$ cat src/hdl/tcm_pkg.sv
package tcm_pkg;

  // Field widths
  localparam int unsigned RAW_W   = 16;
  localparam int unsigned TEMP_W  = 11;
  localparam int unsigned LIMIT_W = 7;
  localparam int unsigned NUM_CH  = 4;

  // APB register map, word index taken from paddr[3:2]
  localparam int unsigned ADDR_W   = 4;
  localparam int unsigned DATA_W   = 32;
  localparam logic [1:0]  REG_HIGH_LIMIT   = 2'd0;
  localparam logic [1:0]  REG_LOW_LIMIT    = 2'd1;
  localparam logic [1:0]  REG_ALARM_ENABLE = 2'd2;

  // Register reset values
  localparam logic [LIMIT_W-1:0] HIGH_LIMIT_RST = 7'd40;
  localparam logic [LIMIT_W-1:0] LOW_LIMIT_RST  = 7'd10;
  localparam logic               ENABLE_RST     = 1'b1;

  // Temperature correction constants, tenths of a degree
  localparam logic [RAW_W-1:0]  TEMP_OFFSET = 16'd5;
  localparam logic [RAW_W-1:0]  CLAMP_EDGE  = 16'd1205;  // offset + clamp
  localparam logic [TEMP_W-1:0] TEMP_CLAMP  = 11'd1200;

  // Limits scaled to tenths, so degree compares need no divide
  typedef struct packed {
    logic              enable;
    logic [TEMP_W-1:0] high_thr;      // 10 * high_limit
    logic [TEMP_W-1:0] chan_low_thr;  // 10 * (low_limit + 1)
    logic [TEMP_W-1:0] mean_low_thr;  // 10 * low_limit
  } cfg_t;

endpackage

$ cat src/hdl/tcm_apb_regs.sv
module tcm_apb_regs
  import tcm_pkg::*;
(
  input  logic                   clk_i,
  input  logic                   rst_ni,
  input  logic                   psel,
  input  logic                   penable,
  input  logic                   pwrite,
  input  logic [ADDR_W-1:0]      paddr,
  input  logic [DATA_W-1:0]      pwdata,
  output logic [DATA_W-1:0]      prdata,
  output logic                   pready,
  output cfg_t                   cfg_o
);

  logic [LIMIT_W-1:0] high_limit_q;
  logic [LIMIT_W-1:0] low_limit_q;
  logic               enable_q;
  logic               wr_en;
  logic [7:0]         low_plus_one;

  assign pready = 1'b1;
  assign wr_en  = psel & penable & pwrite;

  // Write registers on the access phase
  always_ff @(posedge clk_i or negedge rst_ni) begin
    if (!rst_ni) begin
      high_limit_q <= HIGH_LIMIT_RST;
      low_limit_q  <= LOW_LIMIT_RST;
      enable_q     <= ENABLE_RST;
    end else if (wr_en) begin
      unique case (paddr[3:2])
        REG_HIGH_LIMIT:   high_limit_q <= pwdata[LIMIT_W-1:0];
        REG_LOW_LIMIT:    low_limit_q  <= pwdata[LIMIT_W-1:0];
        REG_ALARM_ENABLE: enable_q     <= pwdata[0];
        default: ;
      endcase
    end
  end

  // Read back
  always_comb begin
    prdata = '0;
    unique case (paddr[3:2])
      REG_HIGH_LIMIT:   prdata = {{(DATA_W-LIMIT_W){1'b0}}, high_limit_q};
      REG_LOW_LIMIT:    prdata = {{(DATA_W-LIMIT_W){1'b0}}, low_limit_q};
      REG_ALARM_ENABLE: prdata = {{(DATA_W-1){1'b0}}, enable_q};
      default:          prdata = '0;
    endcase
  end

  // Scale limits to tenths with shift-add (x*10 = x*8 + x*2)
  assign low_plus_one = {1'b0, low_limit_q} + 8'd1;

  always_comb begin
    cfg_o.enable       = enable_q;
    cfg_o.high_thr     = {1'b0, high_limit_q, 3'b000} + {3'b000, high_limit_q, 1'b0};
    cfg_o.chan_low_thr = {low_plus_one, 3'b000} + {2'b00, low_plus_one, 1'b0};
    cfg_o.mean_low_thr = {1'b0, low_limit_q, 3'b000} + {3'b000, low_limit_q, 1'b0};
  end

endmodule

$ cat src/hdl/tcm_channel.sv
module tcm_channel
  import tcm_pkg::*;
(
  input  logic [RAW_W-1:0]  raw_i,
  input  cfg_t              cfg_i,
  output logic [TEMP_W-1:0] temp_o,
  output logic              alarm_o
);

  logic [RAW_W+3:0] scaled_full;
  logic [RAW_W-1:0] scaled;
  logic [RAW_W-1:0] diff;

  // Round raw * 0.625 half up: (raw*10 + 8) >> 4
  assign scaled_full = {1'b0, raw_i, 3'b000} + {3'b000, raw_i, 1'b0} + 20'd8;
  assign scaled      = scaled_full[RAW_W+3:4];
  assign diff        = scaled - TEMP_OFFSET;

  // Drop the offset; wrapped or hot readings clamp to the ceiling
  always_comb begin
    if (scaled < TEMP_OFFSET || scaled > CLAMP_EDGE) begin
      temp_o = TEMP_CLAMP;
    end else begin
      temp_o = diff[TEMP_W-1:0];
    end
  end

  // Degree compares done in tenths against pre-scaled limits
  assign alarm_o = cfg_i.enable &
                   ((temp_o >= cfg_i.high_thr) | (temp_o < cfg_i.chan_low_thr));

endmodule

$ cat src/hdl/four_channel_temperature_monitor_core.sv
// Four-channel temperature monitor.
// Input channel: in_valid_i / in_stall_o carry one word of four raw 16-bit
// sensor readings (1/16 degree per count). Output channel: out_valid_o /
// out_stall_i carry one result word per input word: four corrected
// temperatures and their mean in tenths of a degree, per-channel alarms,
// mean high/low flags and a buzzer request.
// An accepted word passes one input register, then one result register, with
// the correction, mean and compares between them; out_valid_o rises when the
// word is loaded into the result register.
// Throughput is one word per cycle from the two-stage pipeline unless stalled.
// When the receiver stalls, the result register holds its word and the input
// register still takes one more word; in_stall_o rises only when both stages
// are full and the output is stalled.
// The APB port sets high_limit (0x0), low_limit (0x4) and alarm_enable (0x8);
// write it only while no word is in flight.
// Reset empties both stages and loads the limits 40 and 10 degrees with
// monitoring enabled.
module four_channel_temperature_monitor_core
  import tcm_pkg::*;
(
  input  logic                clk_i,
  input  logic                rst_ni,
  input  logic                psel,
  input  logic                penable,
  input  logic                pwrite,
  input  logic [ADDR_W-1:0]   paddr,
  input  logic [DATA_W-1:0]   pwdata,
  output logic [DATA_W-1:0]   prdata,
  output logic                pready,
  input  logic                in_valid_i,
  output logic                in_stall_o,
  input  logic [RAW_W-1:0]    raw_zero_i,
  input  logic [RAW_W-1:0]    raw_one_i,
  input  logic [RAW_W-1:0]    raw_two_i,
  input  logic [RAW_W-1:0]    raw_three_i,
  output logic                out_valid_o,
  input  logic                out_stall_i,
  output logic [TEMP_W-1:0]   temp_zero_o,
  output logic [TEMP_W-1:0]   temp_one_o,
  output logic [TEMP_W-1:0]   temp_two_o,
  output logic [TEMP_W-1:0]   temp_three_o,
  output logic [TEMP_W-1:0]   temp_mean_o,
  output logic [NUM_CH-1:0]   channel_alarms_o,
  output logic                mean_high_o,
  output logic                mean_low_o,
  output logic                buzzer_request_o
);

  cfg_t cfg;

  logic                 in_valid_q;
  logic [RAW_W-1:0]     raw_q   [NUM_CH];
  logic [RAW_W-1:0]     raw_in  [NUM_CH];
  logic [TEMP_W-1:0]    temp    [NUM_CH];
  logic [NUM_CH-1:0]    alarms;
  logic [TEMP_W+1:0]    sum;
  logic [TEMP_W-1:0]    mean;
  logic                 mean_high;
  logic                 mean_low;
  logic                 out_adv;
  logic                 in_adv;

  logic                 out_valid_q;
  logic [TEMP_W-1:0]    temp_q  [NUM_CH];
  logic [TEMP_W-1:0]    mean_q;
  logic [NUM_CH-1:0]    alarms_q;
  logic                 mean_high_q;
  logic                 mean_low_q;
  logic                 buzzer_q;

  tcm_apb_regs u_regs (
    .clk_i   (clk_i),
    .rst_ni  (rst_ni),
    .psel    (psel),
    .penable (penable),
    .pwrite  (pwrite),
    .paddr   (paddr),
    .pwdata  (pwdata),
    .prdata  (prdata),
    .pready  (pready),
    .cfg_o   (cfg)
  );

  // Pipeline handshake: each stage advances when the next one frees up
  assign out_adv    = !out_valid_q || !out_stall_i;
  assign in_adv     = !in_valid_q || out_adv;
  assign in_stall_o = !in_adv;

  assign raw_in[0] = raw_zero_i;
  assign raw_in[1] = raw_one_i;
  assign raw_in[2] = raw_two_i;
  assign raw_in[3] = raw_three_i;

  // Input register
  always_ff @(posedge clk_i or negedge rst_ni) begin
    if (!rst_ni) begin
      in_valid_q <= 1'b0;
    end else if (in_adv) begin
      in_valid_q <= in_valid_i;
    end
  end

  always_ff @(posedge clk_i) begin
    if (in_adv && in_valid_i) begin
      raw_q <= raw_in;
    end
  end

  // Per-channel correction and alarm
  for (genvar c = 0; c < NUM_CH; c++) begin : g_ch
    tcm_channel u_ch (
      .raw_i   (raw_q[c]),
      .cfg_i   (cfg),
      .temp_o  (temp[c]),
      .alarm_o (alarms[c])
    );
  end

  // Truncated mean and its flags
  assign sum  = {2'b00, temp[0]} + {2'b00, temp[1]} + {2'b00, temp[2]} + {2'b00, temp[3]};
  assign mean = sum[TEMP_W+1:2];

  assign mean_high = cfg.enable & (mean >= cfg.high_thr);
  assign mean_low  = cfg.enable & !(mean >= cfg.high_thr) & (mean < cfg.mean_low_thr);

  // Result register
  always_ff @(posedge clk_i or negedge rst_ni) begin
    if (!rst_ni) begin
      out_valid_q <= 1'b0;
    end else if (out_adv) begin
      out_valid_q <= in_valid_q;
    end
  end

  always_ff @(posedge clk_i) begin
    if (out_adv && in_valid_q) begin
      temp_q      <= temp;
      mean_q      <= mean;
      alarms_q    <= alarms;
      mean_high_q <= mean_high;
      mean_low_q  <= mean_low;
      buzzer_q    <= (|alarms) | mean_high | mean_low;
    end
  end

  assign out_valid_o      = out_valid_q;
  assign temp_zero_o      = temp_q[0];
  assign temp_one_o       = temp_q[1];
  assign temp_two_o       = temp_q[2];
  assign temp_three_o     = temp_q[3];
  assign temp_mean_o      = mean_q;
  assign channel_alarms_o = alarms_q;
  assign mean_high_o      = mean_high_q;
  assign mean_low_o       = mean_low_q;
  assign buzzer_request_o = buzzer_q;

endmodule
$ cat config.mk
export PLATFORM = sky130hd
export DESIGN_NAME = four_channel_temperature_monitor_core
export DESIGN_NICKNAME = d
export VERILOG_FILES = /design/src/hdl/tcm_pkg.sv /design/src/hdl/tcm_apb_regs.sv /design/src/hdl/tcm_channel.sv /design/src/hdl/four_channel_temperature_monitor_core.sv
export SDC_FILE = /design/constraint.sdc
export NUM_CORES = 1
export LEC_CHECK = 0
export BUFFER_PORTS_ARGS = -buffer_cell sky130_fd_sc_hd__buf_2
export CAP_MARGIN = 20
export CORE_MARGIN = 2
export CORE_UTILIZATION = 57
export CTS_CLUSTER_DIAMETER = 40
export DETAILED_ROUTE_END_ITERATION = 10
export PLACE_DENSITY = 0.8
export SLEW_MARGIN = 20
export SYNTH_ARGS = -nofsm -noshare
export SYNTH_HDL_FRONTEND = slang
export SYNTH_SLANG_ARGS = --single-unit
$ cat constraint.sdc
create_clock -name clk_i -period 14.1 [get_ports clk_i]
set_clock_uncertainty 0.2 [all_clocks]
set_input_delay 2.82 -clock clk_i [delete_from_list [all_inputs] [get_ports clk_i]]
set_output_delay 2.82 -clock clk_i [all_outputs]
set_load 0.02 [all_outputs]
# ---- After elaboration in Yosys (flattened, before gate mapping)
# Index checks and enable logic that the tools add are counted.
dict set report totals {
  output_inout_bits 97
  ram_bits 0
  n_memories 0
  reg_bits 143
  romBits 0
  input_bits 107
  word_cells 95
  latchBits 0
}
dict set report classes {
  n_bitwise 15
  add_sub_neg 19
  shift 0
  muxes 5
  div 0
  n_eq_ne 2
  n_reduce_logical 18
  order_cmp 18
  n_mul 0
}
# cell count
set ops {}
lappend ops {{adder 19 x 17 -> 20 bit} 4}
lappend ops {{adder 20 x 4 -> 20 bit (second input constant)} 4}
lappend ops {{> comparator 16 x 11 -> 1 bit (second input constant)} 4}
lappend ops {{< comparator 16 x 3 -> 1 bit (second input constant)} 4}
lappend ops {{greater-or-equal comparator 11 bit} 5}
lappend ops {{< comparator 11 bit} 5}
lappend ops {{2-to-1 mux 11 bit} 4}
lappend ops {{subtractor 11 x 3 -> 11 bit (second input constant)} 4}
lappend ops {{adder 10 x 8 -> 11 bit} 2}
lappend ops {{case mux 7 bit (3 select lines)} 1}
lappend ops {{adder 12 x 11 -> 13 bit} 1}
lappend ops {{adder 13 x 11 -> 13 bit} 1}
lappend ops {{adder 11 x 11 -> 12 bit} 1}
lappend ops {{adder 11 x 9 -> 11 bit} 1}
lappend ops {{AND 1 bit} 9}
lappend ops {{adder 7 x 1 -> 8 bit (second input constant)} 1}
lappend ops {{logical OR 1 bit} 6}
lappend ops {{bitwise OR 1 bit} 6}
lappend ops {{AND reduction 2 bit} 3}
lappend ops {{logical NOT 1 bit} 5}
lappend ops {{OR reduction 4 bit} 1}
lappend ops {{== test 2 x 1 -> 1 bit (second input constant)} 1}
lappend ops {{== test 2 bit (second input constant)} 1}
lappend ops {{logical AND 1 bit} 2}
lappend ops {{logical NOT 2 bit} 1}

# ---- Depth between registers and ports, before layout
dict set report depth {
  ltp_word 13
  depth_mapped 41
}

# ---- Hierarchy
# A second synthesis with hierarchy kept.
dict set report hier_totals {
  cells_unflattened 1566
  hier_area_um2 14796.7
}
# mod cells_per_inst seq_area_each_um2 area_per_inst_um2 n_inst
set by_module_without_submodules {}
lappend by_module_without_submodules {four_channel_temperature_monitor_core 348 3833.7 5514.0 1}
lappend by_module_without_submodules {{tcm_channel (g_ch[0].u_ch ...)} 254 0.0 1839.3 2}
lappend by_module_without_submodules {{tcm_channel (g_ch[1].u_ch)} 249 0.0 1916.8 1}
lappend by_module_without_submodules {{tcm_channel (g_ch[3].u_ch)} 253 0.0 1849.3 1}
lappend by_module_without_submodules {tcm_apb_regs 208 381.6 1838.0 1}

# ---- Least setup slack after synthesis
# OpenSTA, ideal clock, no wires.
dict set report synth_timing {
  kind {flip-flop to flip-flop}
  startpoint {register raw_q[35] (netlist name)}
  endpoint {register buzzer_q, in the netlist buzzer_request_o (data pin)}
  t_required_ns 13.628
  path_slack_ns 5.667
  setup_time_ns 0.272
  path_buffers 1
  period_less_slack_ns 8.433
  arrival_time_ns 7.961
  stages_incl_launch_ff 36
  path_cell_list {edfxtp_1 > ha_1 > ha_1 > inv_1 > fa_1 > ha_1 > nor2_1 > nand2_1 > o21ai_0 > a211o_2 > a31oi_1 > o2bb2ai_1 > mux2_4 > or3_1 > buf_6 > nor3_1 > fa_1 > fa_1 > fa_1 > a21o_1 > a21oi_1 > o21bai_1 > a21oi_1 > nor2b_1 > o21a_1 > o21ai_0 > nand2b_1 > a21oi_1 > xnor2_1 > ha_1 > a21o_1 > a21oi_1 > o21ai_0 > o311ai_0 > o2111ai_1 > or4_1}
}
dict set report synth_between {
  elab_chain_len 13
  elab_cells_between_ends 23
  cone_classes {6 x add/sub; 6 x order compare; 1 x mux; 7 x bitwise; 3 x reduce/logical}
}
# item line_no
set synth_lines {}
lappend synth_lines {{start: declaration} four_channel_temperature_monitor_core.sv:52} ;# logic [RAW_W-1:0] raw_q [NUM_CH];
lappend synth_lines {{start signal: assignment} four_channel_temperature_monitor_core.sv:105} ;# raw_q <= raw_in;
lappend synth_lines {{adder 19 x 17 -> 20 bit *} tcm_channel.sv:15} ;# assign scaled_full = {1'b0, raw_i, 3'b000} + {3'b000, raw_i, 1'b0} + 20'd8;
lappend synth_lines {{adder 20 x 4 -> 20 bit *} tcm_channel.sv:15}
lappend synth_lines {{< comparator 16 x 3 -> 1 bit / > comparator 16 x 11 -> 1 bit (equally long branches)} tcm_channel.sv:21} ;# if (scaled < TEMP_OFFSET || scaled > CLAMP_EDGE) begin
lappend synth_lines {{logical OR 1 bit} tcm_channel.sv:21}
lappend synth_lines {{2-to-1 mux 11 bit *} tcm_channel.sv:21}
lappend synth_lines {{via g_ch[1].u_ch.temp_o[2]} tcm_channel.sv:6} ;# output logic [TEMP_W-1:0] temp_o,
lappend synth_lines {{adder 11 x 11 -> 12 bit *} four_channel_temperature_monitor_core.sv:120} ;# assign sum = {2'b00, temp[0]} + {2'b00, temp[1]} + {2'b00, temp[2]} + {2'b00, temp[3]};
lappend synth_lines {{adder 12 x 11 -> 13 bit *} four_channel_temperature_monitor_core.sv:120}
lappend synth_lines {{adder 13 x 11 -> 13 bit *} four_channel_temperature_monitor_core.sv:120}
lappend synth_lines {{via sum[11]} four_channel_temperature_monitor_core.sv:56} ;# logic [TEMP_W+1:0] sum;
lappend synth_lines {{greater-or-equal comparator 11 bit} {four_channel_temperature_monitor_core.sv:123, four_channel_temperature_monitor_core.sv:124}}
lappend synth_lines {{logical NOT 1 bit} four_channel_temperature_monitor_core.sv:124} ;# assign mean_low = cfg.enable & !(mean >= cfg.high_thr) & (mean < cfg.mean_low_thr);
lappend synth_lines {{AND 1 bit (2 in a row)} four_channel_temperature_monitor_core.sv:124}
lappend synth_lines {{bitwise OR 1 bit *} four_channel_temperature_monitor_core.sv:142} ;# buzzer_q <= (|alarms) | mean_high | mean_low;
lappend synth_lines {{end signal: assignment} four_channel_temperature_monitor_core.sv:142}
lappend synth_lines {{end: declaration} four_channel_temperature_monitor_core.sv:69} ;# logic buzzer_q;
# The timed path passes the listed nets; every way through them passes the cells marked *.
# A chain may end at the register's enable or synchronous reset.

# ---- Worst setup path after layout
# Ends and elaborated chain as after synthesis.

==> flow_metrics.tcl <==
set metrics [dict create \
    nets 1839 \
    hold_buffers 0 \
    setup_tns_ps 0 \
    crit_slowest_cell "o311ai_0" \
    cts_setup_buffers 0 \
    clkTransAtPathRegs_ps 60 \
    critPathRequiredTime_ps 14070 \
    synth_cells 1307 \
    final_cell_area_sq_um 14900 \
    drt-wirelength-per-cell_um 17.6 \
    synth_top_area_share_pct 28.4 \
    critPathKind "flop to flop" \
    grt_overflow 0 \
    ant_nets 0 \
    crit_fanout 9 \
    regToRegSetupSlack_ps 3530 \
    drive_above_1_share_pct 16.8 \
    slowest_delay_ps 910 \
    synth_area_leader_cell "edfxtp_1" \
    area_delta_synth_final_pct 12.2 \
    rsz0062_at_grt "no" \
    post-route-util_pct 65.6 \
    period_needed_ps 10570 \
    period_share_pct 75.0 \
    whs_ps 300 \
    synth.area.top_cells "edfxtp_1 (28%), ha_1 (22%), fa_1 (4.4%)" \
    timing.fmax_mhz 94.6 \
    fillCellCount 1848 \
    die-area_sq_um 24600 \
    status "finished, final reports clean" \
    power.total_mw 2.18 \
    synth.distinct_cells 87 \
    r2r_start "raw_q[35]" \
    gp_congestion 0.897 \
    reg2reg_to "buzzer_request_o" \
    row_count 55 \
    end_kind "flop" \
    io_pins 204 \
    synth_seq_area_share_pct 31.7 \
    grt_pass1_vias 10100 \
    die_y_um 157 \
    critPathLaunchType "flop" \
    antenna_found_initial 1 \
    cts.sinks 143 \
    synthArstFlopShare_pct 11.9 \
    min_from "in_valid_q" \
    irDropWorstVdd_uv 94.8 \
    portBuffers 150 \
    hp-class "flop to flop" \
    synth_edf_count 126 \
    diodes 0 \
    placed_area_sq_um 14300 \
    yosys_most_used_dff "edfxtp_1" \
    setup-violations-final 0 \
    drc 0 \
    die_w_um 157 \
    min_delay_worst_endpoint "out_valid_o" \
    grt_max_degree 65 \
    drt_pass1_iterations 6 \
    clk_path_buf_depth 2 \
    cts_root_buffer "clkbuf_16" \
    drv_cap 0 \
    drv_slew 0 \
    clk_latency_ps 440 \
    power_leakage_nw 6.77 \
    syn-cell-area_sq_um 13300 \
    post_cts_resized 0 \
    drt_wl_total_um 31500 \
    hold_viol 0 \
    arrival_ps 10540 \
    grt.total_usage_pct 26.4 \
    cts_tree "built" \
    power_density_nw_per_um2 146 \
    initial_core_util_pct 58.4 \
    hold_depth 1 \
    avgSynthCellArea_sq_um 10.2 \
    vias 10500 \
    yosysWarnings 0 \
    dp_hpwl_um 24500 \
    drtIter0Drc 580 \
    coreArea_sq_um 22800 \
    via_per_inst 5.88 \
    slew_headroom_pct 31.0 \
    worst_pin_slew_ps 1020 \
    tritoncts.num_buffers 17 \
    grt_pass1_wl_um 50600 \
    ctsHtreeMaxLevel 4 \
    worstRegToRegCells 34 \
    ys_seq_elements 143 \
]
[sequential cells by signal, summed over array words and instances, names as in the netlist, 4 cells and up]
signal and count:
raw_q 64, temp_mean_o 11, temp_one_o 11, temp_three_o 11
temp_two_o 11, temp_zero_o 11, u_regs.high_limit_q 7, u_regs.low_limit_q 7
channel_alarms_o 4
[where the power goes]
group	switching (mW)	total [mW]	internal, mW
Sequential	0.0432	0.561	0.518
Clock	0.190	0.470	0.280
Combinational	0.676	1.15	0.475
Total	0.909	2.18	1.27
[critical path: cells and delay by family, from the launching register on]
family / cells / cell delay (ps)
buf+inv: 1 / 70
compound gates: 16 / 3730
fa+ha+maj: 8 / 3260
flops: 1 / 400
xor+xnor: 1 / 230
simple gates: 7 / 2120
mux: 1 / 270
[how the worst max path moves through the flow]
stage | depth (start not counted) | startpoint | endpoint
6_report | 34 | raw_q[35] | buzzer_request_o
5_1_grt | 34 | raw_q[35] | buzzer_request_o
4_1_cts | 34 | raw_q[35] | buzzer_request_o
3_5_place_dp | 34 | raw_q[35] | buzzer_request_o
3_3_place_gp | 34 | raw_q[35] | buzzer_request_o
2_1_floorplan | 35 | raw_q[35] | buzzer_request_o
[cell type report]
class / count / area [sq um] / share of cell area, %
multi-input cells: 1062 / 8610 / 57.6
inverters: 86 / 323 / 2.16
well taps: 313 / 392 / 2.62
clock inverters: 15 / 186 / 1.25
repair buffers: 155 / 788 / 5.28
flip-flops and latches: 143 / 4220 / 28.2
clock buffers: 17 / 425 / 2.85
[cells by family after synthesis]
| kind of cell | Yosys count | share of synthesized area [%] |
|---|---|---|
| adder cells (fa/ha/maj) | 267 | 26.7 |
| flip-flops | 143 | 31.7 |
| buffers and inverters | 126 | 4.52 |
| multiplexers | 25 | 2.06 |
| AND/OR/NAND/NOR | 323 | 12.5 |
| XOR/XNOR | 84 | 5.53 |
| AO/OA/AOI/OAI | 337 | 16.9 |
| other | 2 | 0.0564 |
[per-layer routing]
metal / wire [um] / part of all wire, % / vias up / GRT usage, %
met1: 13900 / 44 / 4928 / 33.9
li1: - / - / 5160 / -
met3: 1830 / 5.8 / 85 / 4.85
met5: 0 / 0 / - / 0
met2: 14800 / 47 / 356 / 44.2
met4: 1020 / 3.2 / 0 / 10.3
[metrics by stage]
step                      instances  setup WS, ps
after floorplan                1331          5670
after detailed placement       1759          3850
final                          1791          3530
after global placement         1759          3930
after CTS                      1791          3780
after global routing           1791          3000
[Yosys cell counts (all sizes together) (6+ instances only)]
| cell | count |
|---|---|
| fa | 29 |
| inv | 86 |
| mux2 | 16 |
| and2 | 17 |
| a2111oi | 10 |
| buf | 30 |
| nand2 | 65 |
| o21bai | 8 |
| clkbuf | 10 |
| mux2i | 9 |
| xnor2 | 49 |
| o21a | 22 |
| xor2 | 35 |
| a31oi | 11 |
| nor3 | 31 |
| ha | 238 |
| dfrtp | 12 |
| edfxtp | 126 |
| nand4 | 22 |
| a21o | 43 |
| nand2b | 20 |
| and3 | 7 |
| nor2b | 19 |
| o2111ai | 6 |
| or3 | 11 |
| o21ai | 72 |
| nand3 | 23 |
| or2 | 14 |
| a211oi | 15 |
| nor2 | 70 |
| o211ai | 12 |
| a21oi | 84 |
[layout by cell type, fill, tap and decap left out, types with 7 or more instances in the layout]
cell,n
nor2b_1,18
nand4_1,22
mux2_2,15
o21a_1,22
fa_1,29
or2_2,14
conb_1,26
or3_1,11
a21o_1,43
nor2_1,70
a211oi_1,14
edfxtp_1,126
o21ai_0,70
a31oi_1,11
nand2_1,65
xor2_1,35
nor3_1,30
dfrtp_1,12
buf_2,150
o21bai_1,7
nand2b_1,19
a2111oi_0,9
nand3_1,23
inv_1,86
ha_1,238
and2_1,14
and3_1,7
xnor2_1,49
a21oi_1,84
clkbuf_16,17
o211ai_1,11
mux2i_1,9
(Power assumes the default switching activity.)
